==> src/rtl/core/lcab_pkg.sv <==
`timescale 1ns / 1ps

package lcab_pkg;

    // Coordinates are taken in this many low bits.
    localparam int COORD_BITS = 12;

    localparam int CHAN_BITS  = 8;
    localparam int PIXEL_BITS = 4 * CHAN_BITS;

    // Input request: six coordinates, then the background pixel, padded to bytes.
    localparam int S_DATA_RAW  = 6 * COORD_BITS + PIXEL_BITS;
    localparam int S_DATA_BITS = ((S_DATA_RAW + 7) / 8) * 8;
    localparam int S_USER_BITS = 2;

    // Output request: column, row, pixel, padded to bytes.
    localparam int M_DATA_RAW  = 2 * COORD_BITS + PIXEL_BITS;
    localparam int M_DATA_BITS = ((M_DATA_RAW + 7) / 8) * 8;

    // Configuration register indexes.
    localparam int CFG_IDX_BITS = 2;
    localparam logic [CFG_IDX_BITS-1:0] CFG_DRAW_RED   = 2'd0;
    localparam logic [CFG_IDX_BITS-1:0] CFG_DRAW_GREEN = 2'd1;
    localparam logic [CFG_IDX_BITS-1:0] CFG_DRAW_BLUE  = 2'd2;

    // Bit positions inside the input tuser.
    localparam int USER_FIRST = 0;
    localparam int USER_VALID = 1;

    // Exact floor(x / 255) for any x up to 65279, where the quotient fits in 8 bits.
    function automatic logic [CHAN_BITS-1:0] div255(input logic [15:0] x);
        logic [16:0] t;
        begin
            t = {1'b0, x} + 17'd1 + {9'd0, x[15:8]};
            div255 = t[15:8];
        end
    endfunction

endpackage

==> src/rtl/core/line_coverage_alpha_blend_unit.sv <==
`timescale 1ns / 1ps

// Antialiased line coverage with alpha-over blending, one pixel per run of requests.
// Each input request carries the pixel position and one segment; the first request of a run
// loads the background pixel, and a request with tlast delivers the finished pixel on the
// output. The unit works on one request at a time. A request without a segment returns to
// idle, or moves the finished pixel into the output register when it is the last of its
// run. A request with a segment is taken in, then runs the bit-serial cross product
// dy*px - py*dx, the span and distance checks, the restoring division that yields the
// rounded 8-bit coverage, and the blend of the channels one by one through a single mixing
// unit. A segment that misses the pixel stops after the checks, a zero quotient skips the
// blend, and a vertical segment through the pixel skips the division. Any request that ends
// a run then passes through a handoff state, which waits while the output register still
// holds an unread pixel. A finished pixel waits in the output register, so the next request
// is taken while it is still unread. Configuration writes are always accepted and should be
// issued only while the unit is idle.

module line_coverage_alpha_blend_unit (
    input  logic                              i_clk,
    input  logic                              i_rst_n,

    input  logic                              i_cfg_valid,
    output logic                              o_cfg_ready,
    input  logic [lcab_pkg::CFG_IDX_BITS-1:0] i_cfg_index,
    input  logic [lcab_pkg::CHAN_BITS-1:0]    i_cfg_data,

    input  logic                              s_axis_tvalid,
    output logic                              s_axis_tready,
    // pixel_x, pixel_y, seg_start_x, seg_start_y, seg_end_x, seg_end_y, background_pixel
    input  logic [lcab_pkg::S_DATA_BITS-1:0]  s_axis_tdata,
    // first_segment, segment_valid
    input  logic [lcab_pkg::S_USER_BITS-1:0]  s_axis_tuser,
    input  logic                              s_axis_tlast,

    output logic                              m_axis_tvalid,
    input  logic                              m_axis_tready,
    // out_x, out_y, out_pixel
    output logic [lcab_pkg::M_DATA_BITS-1:0]  m_axis_tdata
);

    import lcab_pkg::*;

    localparam int SW        = COORD_BITS + 1;           // signed difference width
    localparam int PROD_W    = 2 * SW + 1;               // cross product width
    localparam int MUL_STEPS = SW;
    localparam int DIV_STEPS = CHAN_BITS;
    localparam int CNT_W     = $clog2(MUL_STEPS);
    localparam int NUM_W     = COORD_BITS + 9;           // 511 * D fits here
    localparam int DSH_W     = COORD_BITS + 1 + DIV_STEPS - 1;

    typedef enum logic [5:0] {
        S_IDLE  = 6'b000001,
        S_MUL   = 6'b000010,
        S_CHECK = 6'b000100,
        S_DIV   = 6'b001000,
        S_BLEND = 6'b010000,
        S_EMIT  = 6'b100000
    } t_state;

    t_state r_state;

    logic [CHAN_BITS-1:0]  r_red, r_green, r_blue;
    logic [PIXEL_BITS-1:0] r_accum;
    logic                  r_last;
    logic [CNT_W-1:0]      r_cnt;

    logic [COORD_BITS-1:0] r_pix_x, r_pix_y;
    logic [COORD_BITS-1:0] r_d, r_apx;
    logic                  r_px_zero;
    logic [SW-1:0]         r_mpx, r_mdx;
    logic signed [PROD_W-1:0] r_mdy, r_mpy, r_prod;
    logic [NUM_W-1:0]      r_rem;
    logic [DSH_W-1:0]      r_dsh;
    logic [CHAN_BITS-1:0]  r_alpha;

    logic                   r_out_valid;
    logic [M_DATA_BITS-1:0] r_out_data;

    // Input field unpacking.
    logic [COORD_BITS-1:0] in_x, in_y, in_sx, in_sy, in_ex, in_ey;
    logic [PIXEL_BITS-1:0] in_bg;
    logic                  accept;
    logic signed [SW-1:0]  in_dx, in_dy, in_px, in_py, in_adx, in_apx;

    assign in_x  = s_axis_tdata[0*COORD_BITS +: COORD_BITS];
    assign in_y  = s_axis_tdata[1*COORD_BITS +: COORD_BITS];
    assign in_sx = s_axis_tdata[2*COORD_BITS +: COORD_BITS];
    assign in_sy = s_axis_tdata[3*COORD_BITS +: COORD_BITS];
    assign in_ex = s_axis_tdata[4*COORD_BITS +: COORD_BITS];
    assign in_ey = s_axis_tdata[5*COORD_BITS +: COORD_BITS];
    assign in_bg = s_axis_tdata[6*COORD_BITS +: PIXEL_BITS];

    assign accept = s_axis_tvalid && s_axis_tready;

    assign in_dx  = $signed({1'b0, in_ex}) - $signed({1'b0, in_sx});
    assign in_dy  = $signed({1'b0, in_ey}) - $signed({1'b0, in_sy});
    assign in_px  = $signed({1'b0, in_x})  - $signed({1'b0, in_sx});
    assign in_py  = $signed({1'b0, in_y})  - $signed({1'b0, in_sy});
    assign in_adx = in_dx[SW-1] ? -in_dx : in_dx;
    assign in_apx = in_px[SW-1] ? -in_px : in_px;

    // One bit of px and one bit of dx per cycle; the top bit carries negative weight.
    logic signed [PROD_W-1:0] term_a, term_b, n_prod;
    logic                     mul_top;

    assign mul_top = (r_cnt == CNT_W'(MUL_STEPS - 1));
    assign term_a  = r_mpx[0] ? r_mdy : '0;
    assign term_b  = r_mdx[0] ? r_mpy : '0;
    assign n_prod  = mul_top ? (r_prod - term_a + term_b) : (r_prod + term_a - term_b);

    // Span and distance checks, and the division numerator 510*(D-N) + D.
    logic [PROD_W-1:0]     abs_n;
    logic                  in_span, near;
    logic [COORD_BITS-1:0] d_minus_n;
    logic [NUM_W-1:0]      num;

    assign abs_n     = r_prod[PROD_W-1] ? PROD_W'(-r_prod) : PROD_W'(r_prod);
    assign in_span   = (r_apx <= r_d);
    assign near      = (abs_n < PROD_W'(r_d));
    assign d_minus_n = r_d - abs_n[COORD_BITS-1:0];
    assign num       = (NUM_W'(d_minus_n) << 9) - (NUM_W'(d_minus_n) << 1) + NUM_W'(r_d);

    // Restoring division step against 2*D shifted down one place per cycle.
    logic             div_fit;
    logic [NUM_W-1:0] n_rem;

    assign div_fit = (r_rem >= NUM_W'(r_dsh));
    assign n_rem   = div_fit ? (r_rem - NUM_W'(r_dsh)) : r_rem;

    // Channel mixer; the alpha channel is the same mix with a full-scale colour.
    logic [CHAN_BITS-1:0] mix_color, mix_old, n_chan;
    logic [15:0]          mix_sum;

    always_comb begin
        case (r_cnt[1:0])
            2'd0:    mix_color = r_red;
            2'd1:    mix_color = r_green;
            2'd2:    mix_color = r_blue;
            default: mix_color = {CHAN_BITS{1'b1}};
        endcase
    end

    assign mix_old = r_accum[PIXEL_BITS-1 -: CHAN_BITS];
    assign mix_sum = ({8'd0, mix_color} * {8'd0, r_alpha})
                   + ({8'd0, mix_old} * {8'd0, 8'd255 - r_alpha});
    assign n_chan  = div255(mix_sum);

    logic out_free;
    assign out_free = !r_out_valid || m_axis_tready;

    assign s_axis_tready = (r_state == S_IDLE);
    assign o_cfg_ready   = 1'b1;
    assign m_axis_tvalid = r_out_valid;
    assign m_axis_tdata  = r_out_data;

    // Control, configuration and accumulator.
    always_ff @(posedge i_clk) begin
        if (!i_rst_n) begin
            r_state     <= S_IDLE;
            r_red       <= '0;
            r_green     <= '0;
            r_blue      <= '0;
            r_accum     <= '0;
            r_out_valid <= 1'b0;
            r_cnt       <= '0;
            r_last      <= 1'b0;
        end else begin
            if (i_cfg_valid) begin
                unique case (i_cfg_index)
                    CFG_DRAW_RED:   r_red   <= i_cfg_data;
                    CFG_DRAW_GREEN: r_green <= i_cfg_data;
                    CFG_DRAW_BLUE:  r_blue  <= i_cfg_data;
                    default: ;
                endcase
            end

            if (r_state == S_EMIT && out_free) begin
                r_out_valid <= 1'b1;
            end else if (m_axis_tready) begin
                r_out_valid <= 1'b0;
            end

            unique case (r_state)
                S_IDLE: begin
                    if (accept) begin
                        r_last <= s_axis_tlast;
                        r_cnt  <= '0;
                        if (s_axis_tuser[USER_FIRST]) begin
                            r_accum <= in_bg;
                        end
                        if (s_axis_tuser[USER_VALID]) begin
                            r_state <= S_MUL;
                        end else if (s_axis_tlast) begin
                            r_state <= S_EMIT;
                        end
                    end
                end
                S_MUL: begin
                    if (mul_top) begin
                        r_state <= S_CHECK;
                        r_cnt   <= '0;
                    end else begin
                        r_cnt <= r_cnt + 1'b1;
                    end
                end
                S_CHECK: begin
                    r_cnt <= '0;
                    if (r_d == '0) begin
                        if (r_px_zero) begin
                            r_state <= S_BLEND;
                        end else begin
                            r_state <= r_last ? S_EMIT : S_IDLE;
                        end
                    end else if (in_span && near) begin
                        r_state <= S_DIV;
                    end else begin
                        r_state <= r_last ? S_EMIT : S_IDLE;
                    end
                end
                S_DIV: begin
                    if (r_cnt == CNT_W'(DIV_STEPS - 1)) begin
                        r_cnt <= '0;
                        // A zero quotient leaves the pixel as it is.
                        if ({r_alpha[CHAN_BITS-2:0], div_fit} != '0) begin
                            r_state <= S_BLEND;
                        end else begin
                            r_state <= r_last ? S_EMIT : S_IDLE;
                        end
                    end else begin
                        r_cnt <= r_cnt + 1'b1;
                    end
                end
                S_BLEND: begin
                    r_accum <= {r_accum[PIXEL_BITS-CHAN_BITS-1:0], n_chan};
                    if (r_cnt == CNT_W'(3)) begin
                        r_cnt   <= '0;
                        r_state <= r_last ? S_EMIT : S_IDLE;
                    end else begin
                        r_cnt <= r_cnt + 1'b1;
                    end
                end
                S_EMIT: begin
                    if (out_free) begin
                        r_state <= S_IDLE;
                    end
                end
                default: r_state <= S_IDLE;
            endcase
        end
    end

    // Datapath registers.
    always_ff @(posedge i_clk) begin
        unique case (r_state)
            S_IDLE: begin
                if (accept) begin
                    r_pix_x   <= in_x;
                    r_pix_y   <= in_y;
                    r_d       <= in_adx[COORD_BITS-1:0];
                    r_apx     <= in_apx[COORD_BITS-1:0];
                    r_px_zero <= (in_px == '0);
                    r_mpx     <= in_px;
                    r_mdx     <= in_dx;
                    r_mdy     <= PROD_W'(in_dy);
                    r_mpy     <= PROD_W'(in_py);
                    r_prod    <= '0;
                end
            end
            S_MUL: begin
                r_prod <= n_prod;
                r_mpx  <= r_mpx >> 1;
                r_mdx  <= r_mdx >> 1;
                r_mdy  <= r_mdy <<< 1;
                r_mpy  <= r_mpy <<< 1;
            end
            S_CHECK: begin
                r_rem   <= num;
                r_dsh   <= {r_d, 1'b0, {(DIV_STEPS - 1){1'b0}}};
                r_alpha <= (r_d == '0) ? {CHAN_BITS{1'b1}} : '0;
            end
            S_DIV: begin
                r_rem   <= n_rem;
                r_dsh   <= r_dsh >> 1;
                r_alpha <= {r_alpha[CHAN_BITS-2:0], div_fit};
            end
            S_EMIT: begin
                if (out_free) begin
                    r_out_data <= M_DATA_BITS'({r_accum, r_pix_y, r_pix_x});
                end
            end
            default: ;
        endcase
    end

    // A request without a segment that does not end a run is done at once.
    assert property (@(posedge i_clk) disable iff (!i_rst_n)
        (accept && !s_axis_tuser[USER_VALID] && !s_axis_tlast) |=> s_axis_tready)
        else $error("empty request did not return to idle");

    // An empty run end passes through the handoff state into the output register when the slot was free.
    assert property (@(posedge i_clk) disable iff (!i_rst_n)
        (accept && !s_axis_tuser[USER_VALID] && s_axis_tlast && !r_out_valid)
            |-> ##2 m_axis_tvalid)
        else $error("finished pixel not delivered");

    // Blending is entered only with a nonzero coverage.
    assert property (@(posedge i_clk) disable iff (!i_rst_n)
        (r_state == S_BLEND) |-> (r_alpha != '0))
        else $error("blend started with zero coverage");

endmodule
==> config.mk <==
export PLATFORM = sky130hd
export DESIGN_NAME = line_coverage_alpha_blend_unit
export DESIGN_NICKNAME = d
export VERILOG_FILES = /design/src/rtl/core/lcab_pkg.sv /design/src/rtl/core/line_coverage_alpha_blend_unit.sv
export SDC_FILE = /design/constraint.sdc
export NUM_CORES = 1
export LEC_CHECK = 0
export BUFFER_PORTS_ARGS = -buffer_cell sky130_fd_sc_hd__buf_4
export CAP_MARGIN = 10
export CELL_PAD_IN_SITES_DETAIL_PLACEMENT = 0
export CELL_PAD_IN_SITES_GLOBAL_PLACEMENT = 2
export CORE_MARGIN = 3
export CORE_UTILIZATION = 40
export CTS_BUF_LIST = sky130_fd_sc_hd__clkbuf_2 sky130_fd_sc_hd__clkbuf_4 sky130_fd_sc_hd__clkbuf_8
export DETAILED_ROUTE_END_ITERATION = 16
export MAX_ROUTING_LAYER = met4
export PLACE_DENSITY = 0.85
export SLEW_MARGIN = 20
export SYNTH_ARGS = -nofsm -noshare
export SYNTH_HDL_FRONTEND = slang
export SYNTH_SLANG_ARGS = --single-unit
==> constraint.sdc <==
create_clock -name i_clk -period 21.6 [get_ports i_clk]
set_clock_uncertainty 0.05 [all_clocks]
set_input_delay 2.16 -clock i_clk [delete_from_list [all_inputs] [get_ports i_clk]]
set_output_delay 2.16 -clock i_clk [all_outputs]
set_load 0.1 [all_outputs]
-- Word level (Yosys, flattened, before mapping)
Cells that the tools add are included.
- flip-flop bits (word level): 329
- bits of input ports: 122
- output and inout port bits: 59
- word-level logic and storage cells: 138
- add/sub/neg operators: 20
- multiply operators: 2
- order comparisons: 3
- equality and inequality tests: 21
- multiplexer cells: 45
- reduce and logical (&&, ||, !) cells: 25
- operators by type and width (cell ; number):
    two-way mux 27 bit ; 7
    one-hot mux 27 bit (2 select lines) ; 3
    two-way mux 6 bit ; 12
    two-way mux 32 bit ; 2
    one-hot mux 32 bit (2 select lines) ; 1
    adder 27 bit ; 2
    subtractor 27 bit ; 2
    one-hot mux 13 bit (2 select lines) ; 2
    subtractor 12 x 12 -> 13 bit ; 4
    one-hot mux 21 bit (2 select lines) ; 1
    one-hot mux 20 bit (2 select lines) ; 1
    one-hot mux 6 bit (6 select lines) ; 1
    multiplier 8 x 8 -> 16 bit ; 2
    less-than comparator 27 x 12 -> 1 bit ; 1
    negation 27 bit ; 1
    two-way mux 13 bit ; 2
    two-way mux 12 bit ; 2
    negation 12 bit ; 2
    one-hot mux 8 bit (3 select lines) ; 1
    adder 21 x 12 -> 21 bit ; 1
    greater-or-equal comparator 21 x 20 -> 1 bit ; 1
    two-way mux 21 bit ; 1
    subtractor 21 x 13 -> 21 bit ; 1
    subtractor 21 x 20 -> 21 bit ; 1
    38 further kinds ; 62

-- Logic depth before layout (Yosys ltp)
Gate-level depths: netlist (run 1).
- depth after elaboration: 7
- depth in mapped cells: 34
- mapped depth without buffers: 33

-- Least setup slack after synthesis (run 1)
No wires, ideal clock.
- path type: flip-flop to flip-flop
- start: reg r_state[1]
- end: reg r_mdx[0], enable pin
- library setup time: 483 ps
- data arrival time: 7902 ps
- required time: 21067 ps
- slack: 13165 ps
- cell stages (with the launch flop): 6
- buffers on the path: 1
- period minus slack after synthesis: 8435 ps
- path through: dfxtp_1 > or4_1 > nor3b_1 > and2_1 > clkbuf_1 > nand2b_1
- cells in the longest elaborated chain, start to end: 4
- elaborated cells between the ends (all ways): 6
- classes of those cells: 3 x eq/ne; 3 x reduce/logical
- ends and longest elaborated chain (element ; RTL line ; RTL):
    from (decl) ; line_coverage_alpha_blend_unit.sv:60 ; t_state r_state;
    from (signal assigned) ; line_coverage_alpha_blend_unit.sv:212 ; r_state <= r_last ? S_EMIT : S_IDLE;
    from (signal assigned) ; line_coverage_alpha_blend_unit.sv:217 ; r_state <= r_last ? S_EMIT : S_IDLE;
    from (signal assigned) ; line_coverage_alpha_blend_unit.sv:227 ; r_state <= r_last ? S_EMIT : S_IDLE;
    == test 6 x 1 -> 1 bit * ; line_coverage_alpha_blend_unit.sv:151 ; assign s_axis_tready = (r_state == S_IDLE);
    net s_axis_tready ; line_coverage_alpha_blend_unit.sv:28 ; output logic s_axis_tready,
    logical AND 1 bit ; line_coverage_alpha_blend_unit.sv:93 ; assign accept = s_axis_tvalid && s_axis_tready;
    != test 2 x 1 -> 1 bit (no line) ; -- ;
    AND reduction 2 bit (no line) * ; -- ;
    to (signal assigned) ; line_coverage_alpha_blend_unit.sv:263 ; r_mdx <= in_dx;
    to (signal assigned) ; line_coverage_alpha_blend_unit.sv:272 ; r_mdx <= r_mdx >> 1;
    to (decl) ; line_coverage_alpha_blend_unit.sv:70 ; logic [SW-1:0] r_mpx, r_mdx;
The timed path passes the listed nets; every way through them passes the cells marked *.
A chain may end at the register's enable or synchronous reset.

-- Final worst setup path (run 1)
- start: reg r_cnt[0]
- end: reg r_accum[2]
- cells in the longest elaborated chain, start to end: 7
- elaborated cells between the ends (all ways): 9
- classes of those cells: 3 x add/sub; 1 x mul; 2 x eq/ne; 2 x mux; 1 x reduce/logical
- ends and longest elaborated chain (element ; RTL line ; RTL):
    from (decl) ; line_coverage_alpha_blend_unit.sv:65 ; logic [CNT_W-1:0] r_cnt;
    from (signal assigned) ; line_coverage_alpha_blend_unit.sv:203 ; r_cnt <= r_cnt + 1'b1;
    from (signal assigned) ; line_coverage_alpha_blend_unit.sv:230 ; r_cnt <= r_cnt + 1'b1;
    from (signal assigned) ; line_coverage_alpha_blend_unit.sv:239 ; r_cnt <= r_cnt + 1'b1;
    == test 2 bit, or another cell as far along ; line_coverage_alpha_blend_unit.sv:135 ; case (r_cnt[1:0])
    one-hot mux 8 bit (3 select lines) * ; line_coverage_alpha_blend_unit.sv:135 ;
    multiplier 8 x 8 -> 16 bit * ; line_coverage_alpha_blend_unit.sv:144 ; assign mix_sum = ({8'd0, mix_color} * {8'd0, r_alpha})
    adder 16 bit * ; line_coverage_alpha_blend_unit.sv:145 ; + ({8'd0, mix_old} * {8'd0, 8'd255 - r_alpha});
    adder 16 x 1 -> 16 bit ; lcab_pkg.sv:34 ; t = {1'b0, x} + 17'd1 + {9'd0, x[15:8]};
    adder 16 x 8 -> 16 bit * ; lcab_pkg.sv:34 ;
    one-hot mux 32 bit (2 select lines) * ; line_coverage_alpha_blend_unit.sv:183 ; unique case (r_state)
    to (signal assigned) ; line_coverage_alpha_blend_unit.sv:189 ; r_accum <= in_bg;
    to (signal assigned) ; line_coverage_alpha_blend_unit.sv:234 ; r_accum <= {r_accum[PIXEL_BITS-CHAN_BITS-1:0], n_chan};
    to (decl) ; line_coverage_alpha_blend_unit.sv:63 ; logic [PIXEL_BITS-1:0] r_accum;
Mark *: on every way between the ends. The rest lies on a longest branch, timed or not.

==> results of run 1 <==
[flip-flops by register name (all words and copies together) (netlist names), 13 cells and up]
signal,flops
r_prod,27
r_mdy,27
r_mdx,13
r_rem,21
r_mpy,27
r_accum,32
m_axis_tdata,56
r_mpx,13
r_dsh,20
[worst max-delay path, delay by kind of cell, from the launching register on]
| kind | cells | cell delay (ps) |
|---|---|---|
| DFF | 1 | 450 |
| AOI/OAI and AO/OA | 7 | 1850 |
| adders and majority gates | 10 | 4230 |
| buffers and inverters | 6 | 460 |
| and+or+nand+nor | 6 | 1520 |
[per-layer routing]
metal | wire [um] | vias to the layer above
met5 | 0 | -
met2 | 34500 | 407
met1 | 33800 | 10400
met3 | 2740 | 92
li1 | - | 10500
met4 | 1350 | 0
[power groups by stage]
stage          combinational, W  sequential (W)  clock, W
4_1_cts                 0.00154        0.000836  0.000691
5_1_grt                 0.00174        0.000840  0.000718
2_1_floorplan           0.00117        0.000837         0
3_5_place_dp            0.00153        0.000848         0
6_report                0.00154        0.000834  0.000665
3_3_place_gp            0.00151        0.000847         0
[layout make-up]
cell class | count | area share [%]
clock buffers | 83 | 3.22
well taps | 931 | 3.69
repair buffers | 196 | 4.68
inverters | 447 | 5.31
clock inverters | 32 | 1.07
flip-flops and latches | 329 | 29.1
multi-input cells | 2107 | 52.9
[per-stage QoR]
step	area, um^2	worst slack, ps
6_report	31600	12980
5_1_grt	31600	12420
4_1_cts	31600	12990
3_5_place_dp	30200	13000
3_3_place_gp	30200	13120
2_1_floorplan	27900	13160
[synthesized netlist by cell type, types with 7 or more instances]
cell / count
sky130_fd_sc_hd__nor4_1: 17
sky130_fd_sc_hd__o21ai_0: 131
sky130_fd_sc_hd__inv_1: 447
sky130_fd_sc_hd__nor3_1: 42
sky130_fd_sc_hd__o211a_1: 28
sky130_fd_sc_hd__nor2_1: 159
sky130_fd_sc_hd__nand3b_1: 10
sky130_fd_sc_hd__fa_1: 158
sky130_fd_sc_hd__and2_1: 48
sky130_fd_sc_hd__nand2b_1: 46
sky130_fd_sc_hd__edfxtp_1: 261
sky130_fd_sc_hd__o31ai_1: 13
sky130_fd_sc_hd__a22oi_1: 8
sky130_fd_sc_hd__a21oi_1: 131
sky130_fd_sc_hd__and3_1: 11
sky130_fd_sc_hd__a21boi_0: 22
sky130_fd_sc_hd__nand3_1: 61
sky130_fd_sc_hd__or3_1: 29
sky130_fd_sc_hd__a211oi_1: 14
sky130_fd_sc_hd__dfxtp_1: 68
sky130_fd_sc_hd__mux2i_1: 59
sky130_fd_sc_hd__nor3b_1: 13
sky130_fd_sc_hd__mux2_2: 8
sky130_fd_sc_hd__clkbuf_1: 70
sky130_fd_sc_hd__ha_1: 260
sky130_fd_sc_hd__a22o_1: 7
sky130_fd_sc_hd__o41ai_1: 14
sky130_fd_sc_hd__nor2b_1: 94
sky130_fd_sc_hd__a21o_1: 72
sky130_fd_sc_hd__o211ai_1: 9
sky130_fd_sc_hd__xnor2_1: 102
sky130_fd_sc_hd__nand2_1: 304
sky130_fd_sc_hd__a31oi_1: 26
sky130_fd_sc_hd__nand4_1: 21
sky130_fd_sc_hd__buf_1: 11
sky130_fd_sc_hd__o21a_1: 26
sky130_fd_sc_hd__xor2_1: 56
sky130_fd_sc_hd__o21bai_1: 12
[logic make-up after synthesis]
| logic type | after synthesis |
|---|---|
| multiplexers | 67 |
| flip-flops | 329 |
| buffers and inverters | 533 |
| AO/OA/AOI/OAI | 577 |
| adder cells (fa/ha/maj) | 419 |
| XOR/XNOR | 159 |
| other | 1 |
| AND/OR/NAND/NOR | 884 |
[path summary, 6_finish.rpt]
| path | to | slack, ps | cells past startpoint |
|---|---|---|---|
| worst max-delay path | r_accum[2] | 12980 | 29 |
| worst min register to register | m_axis_tdata[9] | 370 | 0 |
| worst min-delay path | m_axis_tdata[9] | 370 | 0 |
| worst max register to register | r_accum[2] | 12980 | 29 |
[cell usage in the layout, fill, tap and decap left out, drive strengths merged, types with 26 or more instances in the layout]
cell,count
nand3,61
or3,29
mux2i,59
o21a,26
ha,260
a31oi,26
nor2b,94
nand2b,47
buf,196
fa,158
inv,449
o211a,28
nor3,43
xnor2,102
dfxtp,68
o21ai,132
and2,48
a21o,72
clkbuf,83
xor2,56
edfxtp,261
a21oi,131
nand2,304
nor2,159
==> metrics.md, run 1 <==
| Metric | Value |
|---|---|
| Outcome | completed |
| Data arrival time of the critical path | 9170 ps |
| Count of distinct cell types in the synthesized netlist | 81 |
| Cell chosen for the clock root | sky130_fd_sc_hd__clkbuf_8 |
| Largest net degree at the start of global routing | 80 |
| Internal power | 0.00182 W |
| Number of antenna diodes | 0 |
| Final Setup Violations | 0 |
| Vert. Die Dim | 270 um |
| Routed wire per std cell | 17.5 um |
| Area of the placeable core | 68800 um^2 |
| Area growth from synthesis to final layout | 13.2% |
| Port Buffers | 179 |
| Proportion of register bits with asynchronous set or reset after synthesis | 0% |
| Via density per instance | 5.18 |
| Critical Path Sink Type | flop |
| Post-CTS Resized | 0 |
| Core utilization of the finished layout | 45.9% |
| Post-CTS Setup Repair Bufs | 0 |
| Combined global-route utilization of all metal layers | 20.4% |
| Final non-filler cell total | 4125 |
| Mapped Cells | 2969 |
| Top post-synthesis cells by area | sky130_fd_sc_hd__edfxtp_1 (28%), sky130_fd_sc_hd__ha_1 (12%), sky130_fd_sc_hd__fa_1 (11%), sky130_fd_sc_hd__inv_1 (6.0%), sky130_fd_sc_hd__dfxtp_1 (4.9%) |
| Hold buffer count at CTS | 0 |
| Sequential power share | 27.5% |
| Slowest cell on crit path | sky130_fd_sc_hd__o41ai_1 |
| Initial antenna violation count | 1 |
| Total wirelength of the detailed-routed design | 72400 um |
| Share of synthesized cell area in full adder, half adder and majority cells | 23.0% |
| GR Util met3 | 2.48% |
| Power density of the placed cells | 96.0 nW/um^2 |
| Final total negative setup slack | 0 ps |
| Worst reg2reg path startpoint | r_cnt[0] |
| Via count of the first global-routing pass | 22.1k |
| Max-slew violation count | 0 |
| Initial DRC Count | 1072 |
| Via count of the routed design | 21.4k |
| Launching instance or port of the critical path | r_cnt[0] |
| WP data required | 22150 ps |
| Worst path max stage delay | 600 ps |
| Warning count from the yosys run | 0 |
| Number of storage elements in the synthesis netlist | 329 |
| Starting utilization of the core area | 40.6% |
| Complex-gate fraction of the synthesized area | 13.8% |
| Critical hold path startpoint | r_pix_x[9] |
| Netlist Area Pre-Place | 27900 um^2 |
| Share of the synthesized netlist area taken by xor and xnor gates | 5.04% |
| Clock latency on the worst-skew pair | 700 ps |
| Overall Power | 0.00303 W |
| First-pass GRT wire length | 118000 um |
| Hold Worst Slack | 368 ps |
| Busiest layer in global routing | met2 |
| Max-capacitance violation count | 0 |
| Total CTS buffers | 61 |
| Worst slew margin | 26.2% |
| Main combinational cell family by area after synthesis | adder cells |
| Post-route minimum period | 8620 ps |
| Clock Pin Slew Worst Setup and Hold Paths | 60 ps |
| Max Fclk | 116 MHz |
| GR Util met2 | 34.1% |
| Maximum fanout along the worst path | 8 |
| Die width | 270 um |
| Number of flops mapped to enable cells by yosys | 261 |
| Post-route DRC | 0 |
| CTS H-tree lvls | 2 |
| Net switching power | 0.00121 W |
| Share of layout cells above drive strength 1 | 10.3% |
| Worst min-delay path category | reg2reg |
| Worst Tran Pin Value | 1090 ps |
| Mean post-synth cell area | 9.40 um^2 |
| Library cell occupying the most area in the post-synthesis netlist | sky130_fd_sc_hd__edfxtp_1 |
| Inst Count DP | 4009 |
| VDD IR max | 0.0717 mV |
| Die footprint | 73000 um^2 |
| WS Path Type | reg2reg |
| Number of sinks driven by the clock tree | 329 |
| Reg area | 9200 um^2 |
| Post-synthesis mux area share | 2.44% |
| Switching part of the total | 40.0% |
| Static power due to leakage | 14.8 nW |
| Unrepaired setup endpoints after global routing | false |
| Comb pwr share | 50.6% |
| Maximum clock insertion buffer count | 3 |
| Area share of the leading cell type in the synthesized netlist | 28.1% |
| Sequential fraction of the synthesis area | 33.0% |
| Critical path launch point type | flop |
| Final hold viol count | 0 |
| Number of placement rows | 96 |
| TritonCTS clock tree | done |
| Most common flop cell mapped by yosys | sky130_fd_sc_hd__edfxtp_1 |
| Weighted congestion reported at the end of routability-driven placement | 0.855 |
| Total area of multi-input combinational cells | 16700 um^2 |
| Count of antenna-violating nets left after detailed routing | 0 |
| Basic-gate share of the synthesized area counting and, or, nand and nor cells | 15.6% |
| Clock Power Share | 21.9% |
| Gr ovfl total | 0 |
| Final layout net count | 3682 |
| First-pass DRT Iterations | 5 |
| Detail Placement HPWL | 56700 um |
| Part of the cycle the worst path needs | 39.9% |
| Global-route met1 utilization | 26.6% |
| Post-synth net total | 3509 |
| I/O pin cnt | 181 |
| Filler cell count | 6735 |
(Power assumes the default switching activity.)
==> inputs of run 2 (changes only) <==
==> constraint.sdc (replaced) <==
create_clock -name i_clk -period 8.3 [get_ports i_clk]
set_clock_uncertainty 0.05 [all_clocks]
set_input_delay 0.83 -clock i_clk [delete_from_list [all_inputs] [get_ports i_clk]]
set_output_delay 0.83 -clock i_clk [all_outputs]
set_load 0.1 [all_outputs]
==> metrics.md, run 2 (same netlist as run 1, synthesis figures left out) <==
| Metric | Value |
|---|---|
| Vert. Die Dim | 270 um |
| Weighted congestion reported at the end of routability-driven placement | 0.872 |
| Worst Tran Pin Value | 1240 ps |
| Port Buffers | 179 |
| Critical hold path startpoint | s_axis_tdata[0] |
| Starting utilization of the core area | 40.6% |
| Number of placement rows | 96 |
| Worst slew margin | 15.5% |
| Die width | 270 um |
| Static power due to leakage | 15.0 nW |
| Post-Place Cell Area | 30400 um^2 |
| Clock latency on the worst-skew pair | 650 ps |
| Area growth from synthesis to final layout | 14.0% |
| Post-route minimum period | 7900 ps |
| Internal power | 0.00477 W |
| Max-slew violation count | 0 |
| Worst path max stage delay | 550 ps |
| Most common library cell in the layout ignoring fill and taps | sky130_fd_sc_hd__inv_1 |
| Max-capacitance violation count | 0 |
| Number of sinks driven by the clock tree | 329 |
| Count of antenna-violating nets left after detailed routing | 0 |
| Combined global-route utilization of all metal layers | 21.0% |
| Data arrival time of the critical path | 8390 ps |
| Post-route DRC | 0 |
| Initial DRC Count | 1238 |
| Via count of the first global-routing pass | 22.0k |
| Die footprint | 73000 um^2 |
| Largest delay contributor family on the critical path | adder cells |
| Outcome | completed |
| Max Fclk | 127 MHz |
| Top library cells by usage in the layout, fill and taps aside | sky130_fd_sc_hd__inv_1 (447), sky130_fd_sc_hd__nand2_1 (299), sky130_fd_sc_hd__edfxtp_1 (261) |
| Final Setup Violations | 0 |
| Final layout net count | 3708 |
| VDD IR max | 0.162 mV |
| Clock Power Share | 22.1% |
| WS Path Type | reg2reg |
| Switching part of the total | 40.2% |
| Final total negative setup slack | 0 ps |
| Total CTS buffers | 66 |
| Gr ovfl total | 0 |
| TritonCTS clock tree | done |
| Routed wire per std cell | 18.0 um |
| Initial antenna violation count | 0 |
| Final hold viol count | 0 |
| Final non-filler cell total | 4148 |
| Buffer and inverter count on the worst path | 7 |
| Inst Count DP | 4028 |
| Number of antenna diodes | 0 |
| Critical path launch point type | flop |
| Sequential power share | 27.2% |
| Detail Placement HPWL | 58200 um |
| WP data required | 8790 ps |
| Reg2Reg Setup Slack | 400 ps |
| Maximum clock insertion buffer count | 3 |
| Worst reg2reg path startpoint | r_cnt[0] |
| Largest net degree at the start of global routing | 84 |
| Slowest cell on crit path | sky130_fd_sc_hd__fa_1 |
| Total wirelength of the detailed-routed design | 74700 um |
| Critical Path Sink Type | flop |
| I/O pin cnt | 181 |
| Share of layout cells above drive strength 1 | 11.6% |
| Maximum fanout along the worst path | 8 |
| Cell chosen for the clock root | sky130_fd_sc_hd__clkbuf_8 |
| Net switching power | 0.00321 W |
| Hold Worst Slack | 310 ps |
| First-pass DRT Iterations | 5 |
| Launching instance or port of the critical path | r_cnt[0] |
| Part of the cycle the worst path needs | 95.2% |
| Via count of the routed design | 21.5k |
| First-pass GRT wire length | 120000 um |
| Clock Pin Slew Worst Setup and Hold Paths | 70 ps |
| Power density of the placed cells | 251 nW/um^2 |
| CTS H-tree lvls | 3 |
| Worst min-delay path category | in2reg |
| Final Instance Area | 31800 um^2 |
| Area of the placeable core | 68800 um^2 |
| Comb pwr share | 50.7% |
| Hold buffer count at CTS | 0 |
| Flip-flop count of the largest register, all copies and words added | 56 |
| Via density per instance | 5.18 |
run 2: cell types whose count changed in the layout (fill, tap and decap cells not counted), sizes merged:
cell and delta:
buf +21, clkinv -11, clkbuf +14, bufinv -3, inv +2
run 2: routing by layer:
| metal | up-vias | global-route usage, % | share of wire [%] |
|---|---|---|---|
| li1 | 10500 | - | - |
| met1 | 10400 | 27.7 | 47 |
| met2 | 493 | 34.2 | 47 |
| met3 | 112 | 3.08 | 4.4 |
| met4 | 0 | 5.11 | 2.3 |
| met5 | - | - | 0 |
run 2: path summary, 6_finish.rpt:
check	cells after the start	endpoint
setup / recovery	31	r_accum[0]
hold / removal	1	r_pix_x[0]
setup reg to reg	31	r_accum[0]
hold reg to reg	0	m_axis_tdata[6]
run 2: per-stage QoR:
stage / util [%] / total power [W] / worst slack [ps]
floorplan: - / 0.00521 / 450
global placement: 44.1 / 0.00618 / 91.9
detailed placement: 44.1 / 0.00622 / -9.42
CTS: 46.1 / 0.00805 / 56.9
global route: 46.2 / 0.00867 / -2.00
finish: 46.2 / 0.00798 / 399
run 2: area by class of cell:
type,instances,area (um^2)
Fill cell,6651,37000
Sequential cell,329,9200
Multi-Input combinational cell,2107,16800
Timing Repair Buffer,217,1630
Clock inverter,20,203
Clock buffer,97,1170
Tap cell,931,1160
Inverter,447,1680
run 2: worst reg2reg max path, delay by kind of cell (launching register included):
family	cells	cell delay, ps
DFF	1	380
and+or+nand+nor	4	1060
xor gates and xnor gates	1	130
AOI/OAI and AO/OA	9	1430
adders and majority gates	10	4210
buffers and inverters	7	560
run 2: repair_timing:
item,in CTS,in global routing
gates cloned,0,0
setup endpoints to repair,2,8
setup buffers,0,3
gates resized for setup,1,18
pin swaps,0,2
hold endpoints to repair,0,0
run 2: power groups by stage:
stage / logic [W] / clock network, W / registers (W)
floorplan: 0.00304 / 0 / 0.00217
CTS: 0.00405 / 0.00183 / 0.00217
global route: 0.00459 / 0.00189 / 0.00219
global placement: 0.00397 / 0 / 0.00220
finish: 0.00404 / 0.00176 / 0.00217
detailed placement: 0.00402 / 0 / 0.00220
